## src/sv/leb_pkg.sv

```systemverilog
// Shared constants and types for the line edit buffer.
package leb_pkg;

  localparam int LINE_CAPACITY_DEF = 32;

  localparam int CHAR_W     = 8;
  localparam int KIND_W     = 2;
  localparam int LEN_W      = 6;
  localparam int MAX_COPY_W = 7;

  localparam logic [MAX_COPY_W-1:0] MAX_COPY_RESET = 7'd64;

  localparam logic [CHAR_W-1:0] KEY_BACKSPACE = 8'h08;
  localparam logic [CHAR_W-1:0] KEY_NEWLINE   = 8'h0A;
  localparam logic [CHAR_W-1:0] PRINT_LOW     = 8'h20;
  localparam logic [CHAR_W-1:0] PRINT_HIGH    = 8'h7E;

  localparam logic [KIND_W-1:0] KIND_ECHO = 2'd0;
  localparam logic [KIND_W-1:0] KIND_CHAR = 2'd1;
  localparam logic [KIND_W-1:0] KIND_DONE = 2'd2;

  typedef enum logic [3:0] {
    S_IDLE = 4'b0001,
    S_RD   = 4'b0010,
    S_WR   = 4'b0100,
    S_DONE = 4'b1000
  } state_t;

endpackage

```

## src/sv/leb_if.sv

```systemverilog
// Key input and result output channel interfaces.
interface leb_key_if;
  logic                       valid;
  logic                       ready;
  logic [leb_pkg::CHAR_W-1:0] char_code;

  modport source(output valid, output char_code, input ready);
  modport sink(input valid, input char_code, output ready);
endinterface

interface leb_res_if;
  logic                       valid;
  logic                       ready;
  logic [leb_pkg::KIND_W-1:0] kind;
  logic [leb_pkg::CHAR_W-1:0] data;
  logic [leb_pkg::LEN_W-1:0]  line_length;
  logic                       last;

  modport source(output valid, output kind, output data, output line_length, output last,
                 input ready);
  modport sink(input valid, input kind, input data, input line_length, input last,
               output ready);
endinterface

```

## src/sv/leb_ram.sv

```systemverilog
// Generic single-write, single-read RAM with registered read data.
module leb_ram #(
  parameter int WIDTH = 8,
  parameter int DEPTH = 32
) (
  input  logic                     clk,
  input  logic                     we,
  input  logic [$clog2(DEPTH)-1:0] waddr,
  input  logic [WIDTH-1:0]         wdata,
  input  logic                     re,
  input  logic [$clog2(DEPTH)-1:0] raddr,
  output logic [WIDTH-1:0]         rdata
);

  logic [WIDTH-1:0] mem [DEPTH];

  always_ff @(posedge clk) begin
    if (we) begin
      mem[waddr] <= wdata;
    end
    if (re) begin
      rdata <= mem[raddr];
    end
  end

endmodule

```

## src/sv/line_edit_buffer.sv

```systemverilog
// Line edit buffer top level: key handling, line store and delivery sequencer.
//
//  channel  dir  handshake          payload
//  key      in   valid/ready        char_code[7:0]
//  res      out  valid/ready        kind[1:0] data[7:0] line_length[5:0] last
//  cfg      in   cfg_we, no ready   cfg_wdata[6:0] (max_copy)
//
// Backspace, printable and ignored keys are handled without leaving idle.
// Newline passes through S_RD and S_WR for each delivered character, then S_DONE:
// each character is one line store read followed by one output register load.
// The line store has no reset; only entries below the fill count are read.
// A stalled result holds the output register; keys are taken only in idle
// with the output register free or being drained.
module line_edit_buffer #(
  parameter int LINE_CAPACITY = leb_pkg::LINE_CAPACITY_DEF
) (
  input  logic                           clk,
  input  logic                           rst,
  input  logic                           cfg_we,
  input  logic [leb_pkg::MAX_COPY_W-1:0] cfg_wdata,
  leb_key_if.sink                        key,
  leb_res_if.source                      res
);

  localparam int AW = $clog2(LINE_CAPACITY);
  localparam logic [AW-1:0] FULL_COUNT = AW'(LINE_CAPACITY - 1);

  leb_pkg::state_t state, state_next;

  logic [leb_pkg::MAX_COPY_W-1:0] max_copy;
  logic [AW-1:0] fill, fill_next;
  logic [AW-1:0] len, len_next;
  logic [AW-1:0] idx, idx_next;

  logic                         out_valid, out_valid_next;
  logic [leb_pkg::KIND_W-1:0]   out_kind, out_kind_next;
  logic [leb_pkg::CHAR_W-1:0]   out_data, out_data_next;
  logic [leb_pkg::LEN_W-1:0]    out_len, out_len_next;
  logic                         out_last, out_last_next;

  logic                         ram_we, ram_re;
  logic [leb_pkg::CHAR_W-1:0]   ram_rdata;
  logic                         slot_free;
  logic [leb_pkg::MAX_COPY_W-1:0] limit, fill_ext, len_calc;

  leb_ram #(
    .WIDTH(leb_pkg::CHAR_W),
    .DEPTH(LINE_CAPACITY)
  ) u_store (
    .clk  (clk),
    .we   (ram_we),
    .waddr(fill),
    .wdata(key.char_code),
    .re   (ram_re),
    .raddr(idx),
    .rdata(ram_rdata)
  );

  assign slot_free = !out_valid || res.ready;
  assign key.ready = (state == leb_pkg::S_IDLE) && slot_free;

  assign limit    = (max_copy == '0) ? '0 : max_copy - 1'b1;
  assign fill_ext = leb_pkg::MAX_COPY_W'(fill);
  assign len_calc = (fill_ext < limit) ? fill_ext : limit;

  always_comb begin
    state_next     = state;
    fill_next      = fill;
    len_next       = len;
    idx_next       = idx;
    out_valid_next = out_valid && !res.ready;
    out_kind_next  = out_kind;
    out_data_next  = out_data;
    out_len_next   = out_len;
    out_last_next  = out_last;
    ram_we         = 1'b0;
    ram_re         = 1'b0;

    case (state)
      leb_pkg::S_IDLE: begin
        if (key.valid && key.ready) begin
          case (key.char_code)
            leb_pkg::KEY_BACKSPACE: begin
              if (fill != '0) begin
                fill_next      = fill - 1'b1;
                out_valid_next = 1'b1;
                out_kind_next  = leb_pkg::KIND_ECHO;
                out_data_next  = leb_pkg::KEY_BACKSPACE;
                out_len_next   = '0;
                out_last_next  = 1'b1;
              end
            end
            leb_pkg::KEY_NEWLINE: begin
              out_valid_next = 1'b1;
              out_kind_next  = leb_pkg::KIND_ECHO;
              out_data_next  = leb_pkg::KEY_NEWLINE;
              out_len_next   = '0;
              out_last_next  = 1'b0;
              len_next       = AW'(len_calc);
              idx_next       = '0;
              state_next     = (len_calc == '0) ? leb_pkg::S_DONE : leb_pkg::S_RD;
            end
            default: begin
              if ((key.char_code inside {[leb_pkg::PRINT_LOW:leb_pkg::PRINT_HIGH]}) &&
                  (fill != FULL_COUNT)) begin
                ram_we         = 1'b1;
                fill_next      = fill + 1'b1;
                out_valid_next = 1'b1;
                out_kind_next  = leb_pkg::KIND_ECHO;
                out_data_next  = key.char_code;
                out_len_next   = '0;
                out_last_next  = 1'b1;
              end
            end
          endcase
        end
      end
      leb_pkg::S_RD: begin
        ram_re     = 1'b1;
        state_next = leb_pkg::S_WR;
      end
      leb_pkg::S_WR: begin
        if (slot_free) begin
          out_valid_next = 1'b1;
          out_kind_next  = leb_pkg::KIND_CHAR;
          out_data_next  = ram_rdata;
          out_len_next   = '0;
          out_last_next  = 1'b0;
          if (idx == len - 1'b1) begin
            state_next = leb_pkg::S_DONE;
          end else begin
            idx_next   = idx + 1'b1;
            state_next = leb_pkg::S_RD;
          end
        end
      end
      leb_pkg::S_DONE: begin
        if (slot_free) begin
          out_valid_next = 1'b1;
          out_kind_next  = leb_pkg::KIND_DONE;
          out_data_next  = '0;
          out_len_next   = leb_pkg::LEN_W'(len);
          out_last_next  = 1'b1;
          fill_next      = '0;
          state_next     = leb_pkg::S_IDLE;
        end
      end
      default: begin
        state_next = leb_pkg::S_IDLE;
      end
    endcase
  end

  always_ff @(posedge clk) begin
    if (rst) begin
      state     <= leb_pkg::S_IDLE;
      max_copy  <= leb_pkg::MAX_COPY_RESET;
      fill      <= '0;
      out_valid <= 1'b0;
    end else begin
      state     <= state_next;
      fill      <= fill_next;
      out_valid <= out_valid_next;
      if (cfg_we) begin
        max_copy <= cfg_wdata;
      end
    end
  end

  always_ff @(posedge clk) begin
    len      <= len_next;
    idx      <= idx_next;
    out_kind <= out_kind_next;
    out_data <= out_data_next;
    out_len  <= out_len_next;
    out_last <= out_last_next;
  end

  assign res.valid       = out_valid;
  assign res.kind        = out_kind;
  assign res.data        = out_data;
  assign res.line_length = out_len;
  assign res.last        = out_last;

endmodule

```

## src/flat_wrapper.sv

```systemverilog
// flat-port wrapper written by rule: the top's interface ports become plain ports
module line_edit_buffer_flat 
#(
  parameter int LINE_CAPACITY = leb_pkg::LINE_CAPACITY_DEF
)
  (clk, rst, cfg_we, cfg_wdata, key_valid, key_char_code, key_ready, res_valid, res_kind, res_data, res_line_length, res_last, res_ready);
  leb_key_if key_i ();
  leb_res_if res_i ();
  input  logic clk;
  input  logic rst;
  input  logic cfg_we;
  input  logic [leb_pkg::MAX_COPY_W-1:0] cfg_wdata;
  input wire logic [$bits(key_i.valid)-1:0] key_valid;
  input wire logic [$bits(key_i.char_code)-1:0] key_char_code;
  output wire logic [$bits(key_i.ready)-1:0] key_ready;
  output wire logic [$bits(res_i.valid)-1:0] res_valid;
  output wire logic [$bits(res_i.kind)-1:0] res_kind;
  output wire logic [$bits(res_i.data)-1:0] res_data;
  output wire logic [$bits(res_i.line_length)-1:0] res_line_length;
  output wire logic [$bits(res_i.last)-1:0] res_last;
  input wire logic [$bits(res_i.ready)-1:0] res_ready;
  assign key_i.valid = key_valid;
  assign key_i.char_code = key_char_code;
  assign key_ready = key_i.ready;
  assign res_valid = res_i.valid;
  assign res_kind = res_i.kind;
  assign res_data = res_i.data;
  assign res_line_length = res_i.line_length;
  assign res_last = res_i.last;
  assign res_i.ready = res_ready;
  line_edit_buffer #(.LINE_CAPACITY(LINE_CAPACITY)) u_core (.clk(clk), .rst(rst), .cfg_we(cfg_we), .cfg_wdata(cfg_wdata), .key(key_i), .res(res_i));
endmodule
```

## config.mk

```make
export PLATFORM = sky130hd
export DESIGN_NAME = line_edit_buffer_flat
export DESIGN_NICKNAME = d
export VERILOG_FILES = /design/src/sv/leb_pkg.sv /design/src/sv/leb_if.sv /design/src/sv/leb_ram.sv /design/src/sv/line_edit_buffer.sv /design/src/flat_wrapper.sv
export SDC_FILE = /design/constraint.sdc
export NUM_CORES = 1
export LEC_CHECK = 0
export BUFFER_PORTS_ARGS = -buffer_cell sky130_fd_sc_hd__buf_4
export CAP_MARGIN = 20
export CORE_UTILIZATION = 35
export CTS_BUF_LIST = sky130_fd_sc_hd__clkbuf_4 sky130_fd_sc_hd__clkbuf_8
export DETAILED_ROUTE_END_ITERATION = 7
export GPL_ROUTABILITY_DRIVEN = 0
export PLACE_DENSITY = 0.48
export SYNTH_ARGS = -nofsm -noshare
export SYNTH_HDL_FRONTEND = slang
export SYNTH_SLANG_ARGS = --single-unit
```

## constraint.sdc

```tcl
create_clock -name clk -period 3.8 [get_ports clk]
set_input_delay 0.19 -clock clk [delete_from_list [all_inputs] [get_ports clk]]
set_output_delay 0.19 -clock clk [all_outputs]
set_load 0.005 [all_outputs]
```

---- After elaboration in Yosys (flattened, before gate mapping) ----
Memory sizes are Yosys's and may differ from the RTL's. A register that Yosys moved wholly into a read port is not among the register bits.
Index checks and enable logic that the tools add are counted.
word-level totals
  register bits after elaboration ......... 44
  logic and storage cells ................. 118
  memories ................................ 1
  memory bits (read-only) ................. 0
  latch bits .............................. 0
  output and inout port bits .............. 19
  memory bits (writable) .................. 256
operators by class
  eq/ne operators ......................... 17
  mux-type cells .......................... 61
  bitwise gates (word level) .............. 0
  div/mod/pow operators ................... 0
  $add $sub $neg .......................... 5
  reductions and logical operators ........ 21
  shift-type cells ........................ 0
  multiply operators ...................... 0
  order comparisons ....................... 3
memories
  memory              words  bits a word  rd ports  clocked after Yosys merged registers in  wr ports  RTL line       RTL
  u_core.u_store.mem  32     8            1         1                                        1         leb_ram.sv:15  logic [WIDTH-1:0] mem [DEPTH];
operators with widths
  kind                                                                                  number
  5-bit 2-to-1 mux                                                                      8
  8-bit 2-to-1 mux                                                                      5
  6-bit 2-to-1 mux                                                                      5
  5-bit one-hot mux with 2 select lines                                                 3
  4-bit 2-to-1 mux                                                                      6
  8-bit one-hot mux with 3 select lines                                                 1
  6-bit one-hot mux with 3 select lines                                                 1
  8-bit by 4-bit equality test with 1-bit output (second input constant)                2
  1-bit 2-to-1 mux                                                                      16
  4-bit one-hot mux with 4 select lines                                                 1
  8-bit one-hot mux with 2 select lines                                                 1
  7-bit zero test                                                                       2
  7-bit 2-to-1 mux                                                                      2
  6-bit one-hot mux with 2 select lines                                                 1
  6-bit AND reduction                                                                   2
  5-bit by 1-bit adder with 5-bit output (second input constant)                        2
  2-bit 2-to-1 mux                                                                      5
  5-bit by 1-bit subtractor with 5-bit output (second input constant)                   2
  8-bit by 6-bit greater-or-equal comparator with 1-bit output (second input constant)  1
  8-bit by 7-bit <= comparator with 1-bit output (second input constant)                1
  2-bit != test (second input constant)                                                 4
  5-bit by 7-bit < comparator with 1-bit output                                         1
  7-bit by 1-bit subtractor with 7-bit output (second input constant)                   1
  3-bit != test (second input constant)                                                 2
  other kinds (22)                                                                      32

---- Longest topological paths before layout ----
Gate-level depths: netlist of the first run.
  depth after elaboration ................. 9
  gate-level depth with buffers ........... 11
  mapped depth without buffers ............ 11

---- Hierarchy ----
Synthesis of the first run repeated with hierarchy kept, for this count alone.
second synthesis, totals
  cell total of the unflattened synthesis .. 655
  area, all modules ....................... 12548.3 µm²
by module, submodules not included
  module            cells each  seq. area each (µm²)  instances  area an instance (µm²)
  leb_ram           417         7927.6                1          10133.5
  line_edit_buffer  238         1121.1                1          2414.8

---- Least setup slack after synthesis of the first run ----
Ideal clock, no wire load.
  path type ............................... register to register
  start point ............................. reg u_core.state[2]
  end point ............................... reg u_core.out_data, in the netlist u_core.res.data[0], enable pin
  stages on the path, launching flop included .. 7
  slack ................................... 0.826 ns
  arrival ................................. 2.562 ns
  data required time ...................... 3.389 ns
  cell sequence ........................... dfxtp_1 -> buf_2 -> or4b_1 -> inv_2 -> nor2_1 -> clkbuf_1 -> o21ai_0
between the ends
  longest elaborated chain between the ends .. 5
RTL lines
  element                                         RTL line                                        RTL
  from (decl)                                     line_edit_buffer.sv:28                          leb_pkg::state_t state, state_next;
  from (signal assigned)                          line_edit_buffer.sv:156                         state <= leb_pkg::S_IDLE;
  from (signal assigned)                          line_edit_buffer.sv:161                         state <= state_next;
  4-bit by 1-bit equality test with 1-bit output  line_edit_buffer.sv:60, line_edit_buffer.sv:79
  1-bit logical AND                               line_edit_buffer.sv:60                          assign key.ready = (state == leb_pkg::S_IDLE) && slot_free;
  1-bit logical AND                               line_edit_buffer.sv:81                          if (key.valid && key.ready) begin
  2-bit != test (no source line)                  --
  6-bit AND reduction (no source line) *          --
  to (signal assigned)                            line_edit_buffer.sv:174                         out_data <= out_data_next;
  to (decl)                                       line_edit_buffer.sv:37                          logic [leb_pkg::CHAR_W-1:0] out_data, out_data_next;
Mark *: on every way between the ends. The rest lies on a longest branch, timed or not.
A chain may end at the register's enable or synchronous reset.

---- Final worst setup path of the first run ----
  start point ............................. reg u_core.state[0]
  end point ............................... mem u_core.u_store.mem[24][7], enable pin
between the ends
  longest elaborated chain between the ends .. 7
RTL lines
  element                                           RTL line                                        RTL
  4-bit by 1-bit equality test with 1-bit output *  line_edit_buffer.sv:60, line_edit_buffer.sv:79
  1-bit logical AND                                 line_edit_buffer.sv:60
  1-bit logical AND                                 line_edit_buffer.sv:81
  1-bit 2-to-1 mux                                  line_edit_buffer.sv:81
  1-bit 2-to-1 mux *                                line_edit_buffer.sv:79                          case (state)
  1-bit 2-to-1 mux *                                leb_ram.sv:18                                   if (we) begin
  1-bit 2-to-1 mux (implied by the code) *          leb_ram.sv:19                                   mem[waddr] <= wdata;
  to (decl)                                         leb_ram.sv:15
Marked as above.

==> results of run 1 <==
==> layout make-up <==
cell class,instances,area share (%)
clock buffers,64,5.51
clock inverters,28,1.47
inverters,8,0.202
multi-input cells,323,23.2
flip-flops and latches,307,60.9
well taps,461,3.88
repair buffers,87,4.88
==> layer usage <==
metal	up-vias	part of all wire, %	wire [um]	track usage, %
met3	67	5.3	1600	3.49
met1	3448	44	13100	22.6
met2	183	48	14300	27.2
met5	-	0	0	0
li1	2929	-	-	-
met4	0	3.3	1000	6.97
==> flip-flops by register name, summed over array words and instances (netlist names) <==
name,flops
u_core.u_store.mem,256
u_core.res.data,8
u_core.res.line_length,5
u_core.u_store.rdata,8
u_core.res.kind,2
u_core.idx,5
u_core.res.valid,1
u_core.fill,5
u_core.res.last,1
u_core.len,5
u_core.state,4
u_core.max_copy,7
==> worst min path at each step <==
stage / start / endpoint / slack [ns] / cells past startpoint
after floorplan: key_char_code[0] / u_core.u_store.mem[0][0]$_DFFE_PP_ / 0.29 / 0
after global placement: cfg_wdata[6] / u_core.max_copy[6]$_SDFFE_PP1P_ / 0.41 / 2
after detailed placement: cfg_wdata[6] / u_core.max_copy[6]$_SDFFE_PP1P_ / 0.43 / 2
after CTS: key_char_code[2] / u_core.u_store.mem[15][2]$_DFFE_PP_ / 0.001 / 1
after global routing: key_char_code[6] / u_core.u_store.mem[13][6]$_DFFE_PP_ / 0.02 / 1
final: key_char_code[6] / u_core.u_store.mem[15][6]$_DFFE_PP_ / 0.02 / 1
==> metrics by stage <==
| stage | std cells | cell area, sq um |
|---|---|---|
| after detailed placement | 1161 | 13600 |
| after global placement | 1161 | 13600 |
| after global routing | 1278 | 14900 |
| after CTS | 1277 | 14900 |
| after floorplan | 671 | 12700 |
| final | 1278 | 14900 |
==> critical path, cell delays in order, from the launching register on <==
cell	delay (ns)
dfxtp_1	0.46
nor4b_2	0.49
and3_1	0.40
nor3b_2	0.45
and2b_1	0.29
nand3_1	0.22
nor2_1	0.61
==> power groups by stage <==
stage	logic, mW	clock network, mW	registers [mW]
3_3_place_gp	0.192	0	3.81
6_report	0.216	2.97	3.74
2_1_floorplan	0.0895	0	3.80
3_5_place_dp	0.196	0	3.81
4_1_cts	0.219	3.07	3.74
5_1_grt	0.237	3.19	3.74
==> cell families after synthesis <==
family          after synthesis
buf+inv                      41
flops                       307
compound gates               55
fa+ha+maj                    11
mux                          97
simple gates                136
xor+xnor                     15
other cells                   1
==> cells in the final DEF, fill, tap and decap left out, drive strengths merged, types with 9 or more instances in the layout <==
| cell | n |
|---|---|
| clkbuf | 64 |
| mux4 | 80 |
| clkinv | 22 |
| edfxtp | 290 |
| o21ai | 9 |
| xnor2 | 9 |
| conb | 9 |
| nand3 | 20 |
| buf | 63 |
| a21oi | 12 |
| nand2b | 9 |
| ha | 10 |
| nand2 | 15 |
| dfxtp | 17 |
| mux2 | 11 |
| dlygate4sd3 | 24 |
| nor2 | 54 |
==> flow_summary.toml, run 1 <==
[run_status]
status = "complete, no violations"

[synth]
synth_common_cells = "edfxtp_1, mux4_2, nor2_1"
ys.flop_type = "edfxtp_1"
synth.largest_area_cell = "edfxtp_1"
synth_most_common_cell = "edfxtp_1"
synth_compound_area_share_pct = 3.17
synth-simple-area-share_pct = 5.77
muxShareOfSynthArea_pct = 15.7
synth_top_area_share_pct = 68.9
avgSynthCellArea_sq_um = 19.1
synth_cells = 663
synth.distinct_cells = 65
synth_area_sq_um = 12600
synth.area.top_cells = "edfxtp_1, mux4_2, dfxtp_1"
synth_edf_count = 290
synth_top_family_by_area = "multiplexers"
synth_xor_area_share_pct = 1.04
yosys_warnings = 0
seq_area_frac_synth_pct = 71.6
ys_ff_latch = 307
synthAdderAreaFrac_pct = 1.15
synthArstFlopShare_pct = 0

[grt]
grt_pass1_vias = 7001
antenna_found_initial = 0
grt_max_degree = 41
gr-usage-all-layers_pct = 17.0
grt-ovfl-total = 0
grt_pass1_wl_mm = 45.0

[timing]
slew_headroom_pct = 38.0
fin_ws_ns = 0.495
worstMarginPinSlew_ns = 0.930
rsz0062_at_grt = "no"
hold_viol_final = 0
maxSlewViolCount = 0
min_period_ns = 3.31
timing.final.crit_share_pct = 87.0
finalSetupViolCount = 0
max_freq_mhz = 303
setup-tns-final_ns = 0
skew_ns = 0.0283
whs_ns = 0.0246

[clocking]
path_clk_slew_ns = 0.06
cts_setup_buffers = 0
cts_resized = 0
htree_levels = 2
root_buffer = "clkbuf_8"
cts_buffer_depth = 3
cts_tree = "done"
cts-buffers-inserted = 52
clock_latency_ns = 0.62
clkSinkCount = 307
holdBufCountCts = 24

[die]
num_rows = 69
fp.dieH_um = 192
dieArea_sq_um = 36900
initial_core_util_pct = 35.5
die_w_um = 192
core_sq_um = 35600
io_pins = 39

[critical_path]
critical_path_class = "flip-flop to flip-flop"
reg2reg_slack_ns = 0.49
rr_endpoint = "u_core.u_store.mem[24][7]$_DFFE_PP_"
cp_max_fo = 9
endpoint_kind = "flip-flop"
worstPathArrival_ns = 3.54
r2r-start = "u_core.state[0]$_SDFFE_PP1P_"
reg2reg_depth = 6
critPathLaunch = "u_core.state[0]$_SDFFE_PP1P_"
crit_end = "u_core.u_store.mem[24][7]$_DFFE_PP_"
required_ns = 4.03
start_kind = "flip-flop"

[pwr]
power_frac_comb_pct = 3.1
p_per_area_nw_per_um2 = 466
p_sw_share_pct = 21.7
max-vdd-ir-drop_uv = 282
p_sw_mw = 1.50
p_seq_share_pct = 54.0
finalPower_mw = 6.93
clkPwrFrac_pct = 42.9
power.internal_mw = 5.43
p_leak_nw = 4.94

[drt]
drt_wl_total_mm = 29.9
vias_per_cell = 5.19
first_pass_iters = 5
antenna_left = 0
wl_per_cell_um = 23.4
drtIter0Drc = 474
vias = 6627
drc = 0

[cells_and_area]
fin_util_pct = 41.8
multi_input_area_sq_um = 3440
syn_to_final_growth_pct = 17.5
fillers = 3148
drive_gt1_share_pct = 30.1
regArea_sq_um = 9050
antenna_cells = 0
nNetsFinal = 810

[min_path]
min_path_type = "input pin to flip-flop"

[placed_design]
port_buffers = 37
dp_hpwl_mm = 19.1
dp_slack_ns = 0.560

[run]
max_cap_violations = 0
(Power assumes the default switching activity.)
==> inputs of run 2 (changes only) <==
--- a/config.mk
+++ b/config.mk
@@ -5,6 +5,7 @@
 export SDC_FILE = /design/constraint.sdc
 export NUM_CORES = 1
 export LEC_CHECK = 0
+export ABC_AREA = 1
 export BUFFER_PORTS_ARGS = -buffer_cell sky130_fd_sc_hd__buf_4
 export CAP_MARGIN = 20
 export CORE_UTILIZATION = 35
==> flow_summary.toml, run 2 <==
[run_status]
status = "finished with violations"
violations = "design-rule violations"

[clocking]
cts-buffers-inserted = 54
clock_latency_ns = 0.59
cts_tree = "done"
clkSinkCount = 307
cts_resized = 0
htree_levels = 2
root_buffer = "clkbuf_8"
cts_buffer_depth = 3
cts_setup_buffers = 0
holdBufCountCts = 15
path_clk_slew_ns = 0.06

[timing]
whs_ns = 0.0375
slew_headroom_pct = 45.3
finalSetupViolCount = 0
max_freq_mhz = 343
worstMarginPinSlew_ns = 0.817
setup-tns-final_ns = 0
skew_ns = 0.0392
rsz0062_at_grt = "no"
timing.final.crit_share_pct = 76.8
hold_viol_final = 0
min_period_ns = 2.92
maxSlewViolCount = 0

[drt]
drc = 2
antenna_left = 0
first_pass_iters = 6
drtIter0Drc = 677
wl_per_cell_um = 20.9
vias = 8638
vias_per_cell = 5.23
drt_wl_total_mm = 34.5

[pwr]
p_per_area_nw_per_um2 = 465
max-vdd-ir-drop_uv = 229
p_leak_nw = 5.12

[cells_and_area]
antenna_cells = 0
largest-register = "u_core.u_store.mem"
most-common-layout-cells = "edfxtp_1, nor2_1, o21ai_0"
layout.cells.most_common = "edfxtp_1"
largest_reg_flops = 256
nNetsFinal = 1186
drive_gt1_share_pct = 13.9
syn_to_final_growth_pct = 16.0
stdcell_count = 1652

[critical_path]
cp_slowest_cell = "nor2_1"
cp_max_fo = 8
required_ns = 3.99
worstPathArrival_ns = 3.10
endpoint_kind = "flip-flop"
path_buf_inv = 2
start_kind = "flip-flop"
crit_top_cell = "inv_2"
reg2reg_slack_ns = 0.88
cp_slowest_stage_delay_ns = 0.67
crit_family = "simple AND/OR/NAND/NOR gates"
critical_path_class = "flip-flop to flip-flop"
path_cells = "nor2_2 -> inv_2 -> nor3_4 -> inv_2 -> nor2_4 -> nand2_2 -> nor3_2 -> nand4_1 -> nor2_1"

[synth]
synth_cells = 1068
synth_most_common_cell = "edfxtp_1"
synth_edf_count = 290
synth_common_cells = "edfxtp_1, nor2_1, o21ai_0"
yosys_warnings = 0
synth_top_area_share_pct = 68.3
synth.largest_area_cell = "edfxtp_1"
synth.area.top_cells = "edfxtp_1, nor2_1, o21ai_0"
synth.distinct_cells = 41
synth_area_sq_um = 12800
ys.flop_type = "edfxtp_1"
avgSynthCellArea_sq_um = 11.9
synthArstFlopShare_pct = 0
seq_area_frac_synth_pct = 70.9
ys_ff_latch = 307

[grt]
grt_use_met1_pct = 25.8
grt-ovfl-total = 0
grt_pass1_wl_mm = 51.8
antenna_found_initial = 0
met2_usage_pct = 30.7
grt_max_degree = 133
grt_pass1_vias = 8607
busiest_layer = "met2"
grt_use_met3_pct = 3.06
gr-usage-all-layers_pct = 19.0

[die]
initial_core_util_pct = 35.7
io_pins = 39
dieArea_sq_um = 37200
num_rows = 69
die_w_um = 193
core_sq_um = 35700
fp.dieH_um = 193

[placed_design]
dp_hpwl_mm = 21.6
port_buffers = 37
dp_cells = 1545

[min_path]
min_path_type = "input pin to flip-flop"

[run]
max_cap_violations = 0
## run 2: worst reg2reg max path, stage by stage (launching register included)
cell	delay [ns]
dfxtp_1	0.33
nor2_2	0.14
inv_2	0.05
nor3_4	0.13
inv_2	0.10
nor2_4	0.11
nand2_2	0.10
nor3_2	0.43
nand4_1	0.43
nor2_1	0.67
## run 2: worst paths after layout
kind                                        start                                  to  cells past startpoint
setup / recovery     u_core.state[2]$_SDFFE_PP0P_  u_core.u_store.mem[4][7]$_DFFE_PP_                      9
hold / removal                             cfg_we     u_core.max_copy[2]$_SDFFE_PP0P_                      3
setup reg to reg     u_core.state[2]$_SDFFE_PP0P_  u_core.u_store.mem[4][7]$_DFFE_PP_                      9
hold reg to reg   u_core.max_copy[0]$_SDFFE_PP0P_     u_core.max_copy[0]$_SDFFE_PP0P_                      2
## run 2: cell families after synthesis
logic type      share of synthesized area [%]
flops                                    70.9
xor+xnor                                0.824
simple gates                             11.7
fa+ha+maj                                1.14
other cells                            0.0294
compound gates                           11.9
buf+inv                                  3.55
## run 2: area by class of cell
| class | count | area [sq um] |
|---|---|---|
| Sequential cell | 307 | 9050 |
| Fill cell | 3461 | 20900 |
| Multi-Input combinational cell | 650 | 3300 |
| Clock buffer | 70 | 870 |
| Inverter | 65 | 246 |
| Timing Repair Buffer | 77 | 641 |
| Tap cell | 461 | 577 |
| Clock inverter | 22 | 118 |
## run 2: metal layers
layer | wire length [um] | up-vias
li1 | - | 4055
met1 | 15600 | 4306
met2 | 16400 | 220
met3 | 1560 | 57
met4 | 911 | 0
met5 | 0 | -
## run 2: report_power, final
part | switching (mW) | leakage [nW] | internal (mW)
Sequential | 0.0189 | 2.77 | 3.74
Clock | 1.29 | 0.519 | 1.54
Combinational | 0.206 | 1.84 | 0.0934
## run 2: stage by stage
| stage | area, sq um | utilization, % | setup slack (ns) | total power, mW |
|---|---|---|---|---|
| global placement | 13700 | 38.2 | 0.908 | 4.11 |
| finish | 14800 | 41.4 | 0.883 | 6.89 |
| detailed placement | 13700 | 38.2 | 0.867 | 4.12 |
| floorplan | 12800 | - | 0.865 | 3.96 |
| CTS | 14800 | 41.4 | 0.913 | 6.97 |
| global route | 14800 | 41.4 | 0.669 | 7.14 |
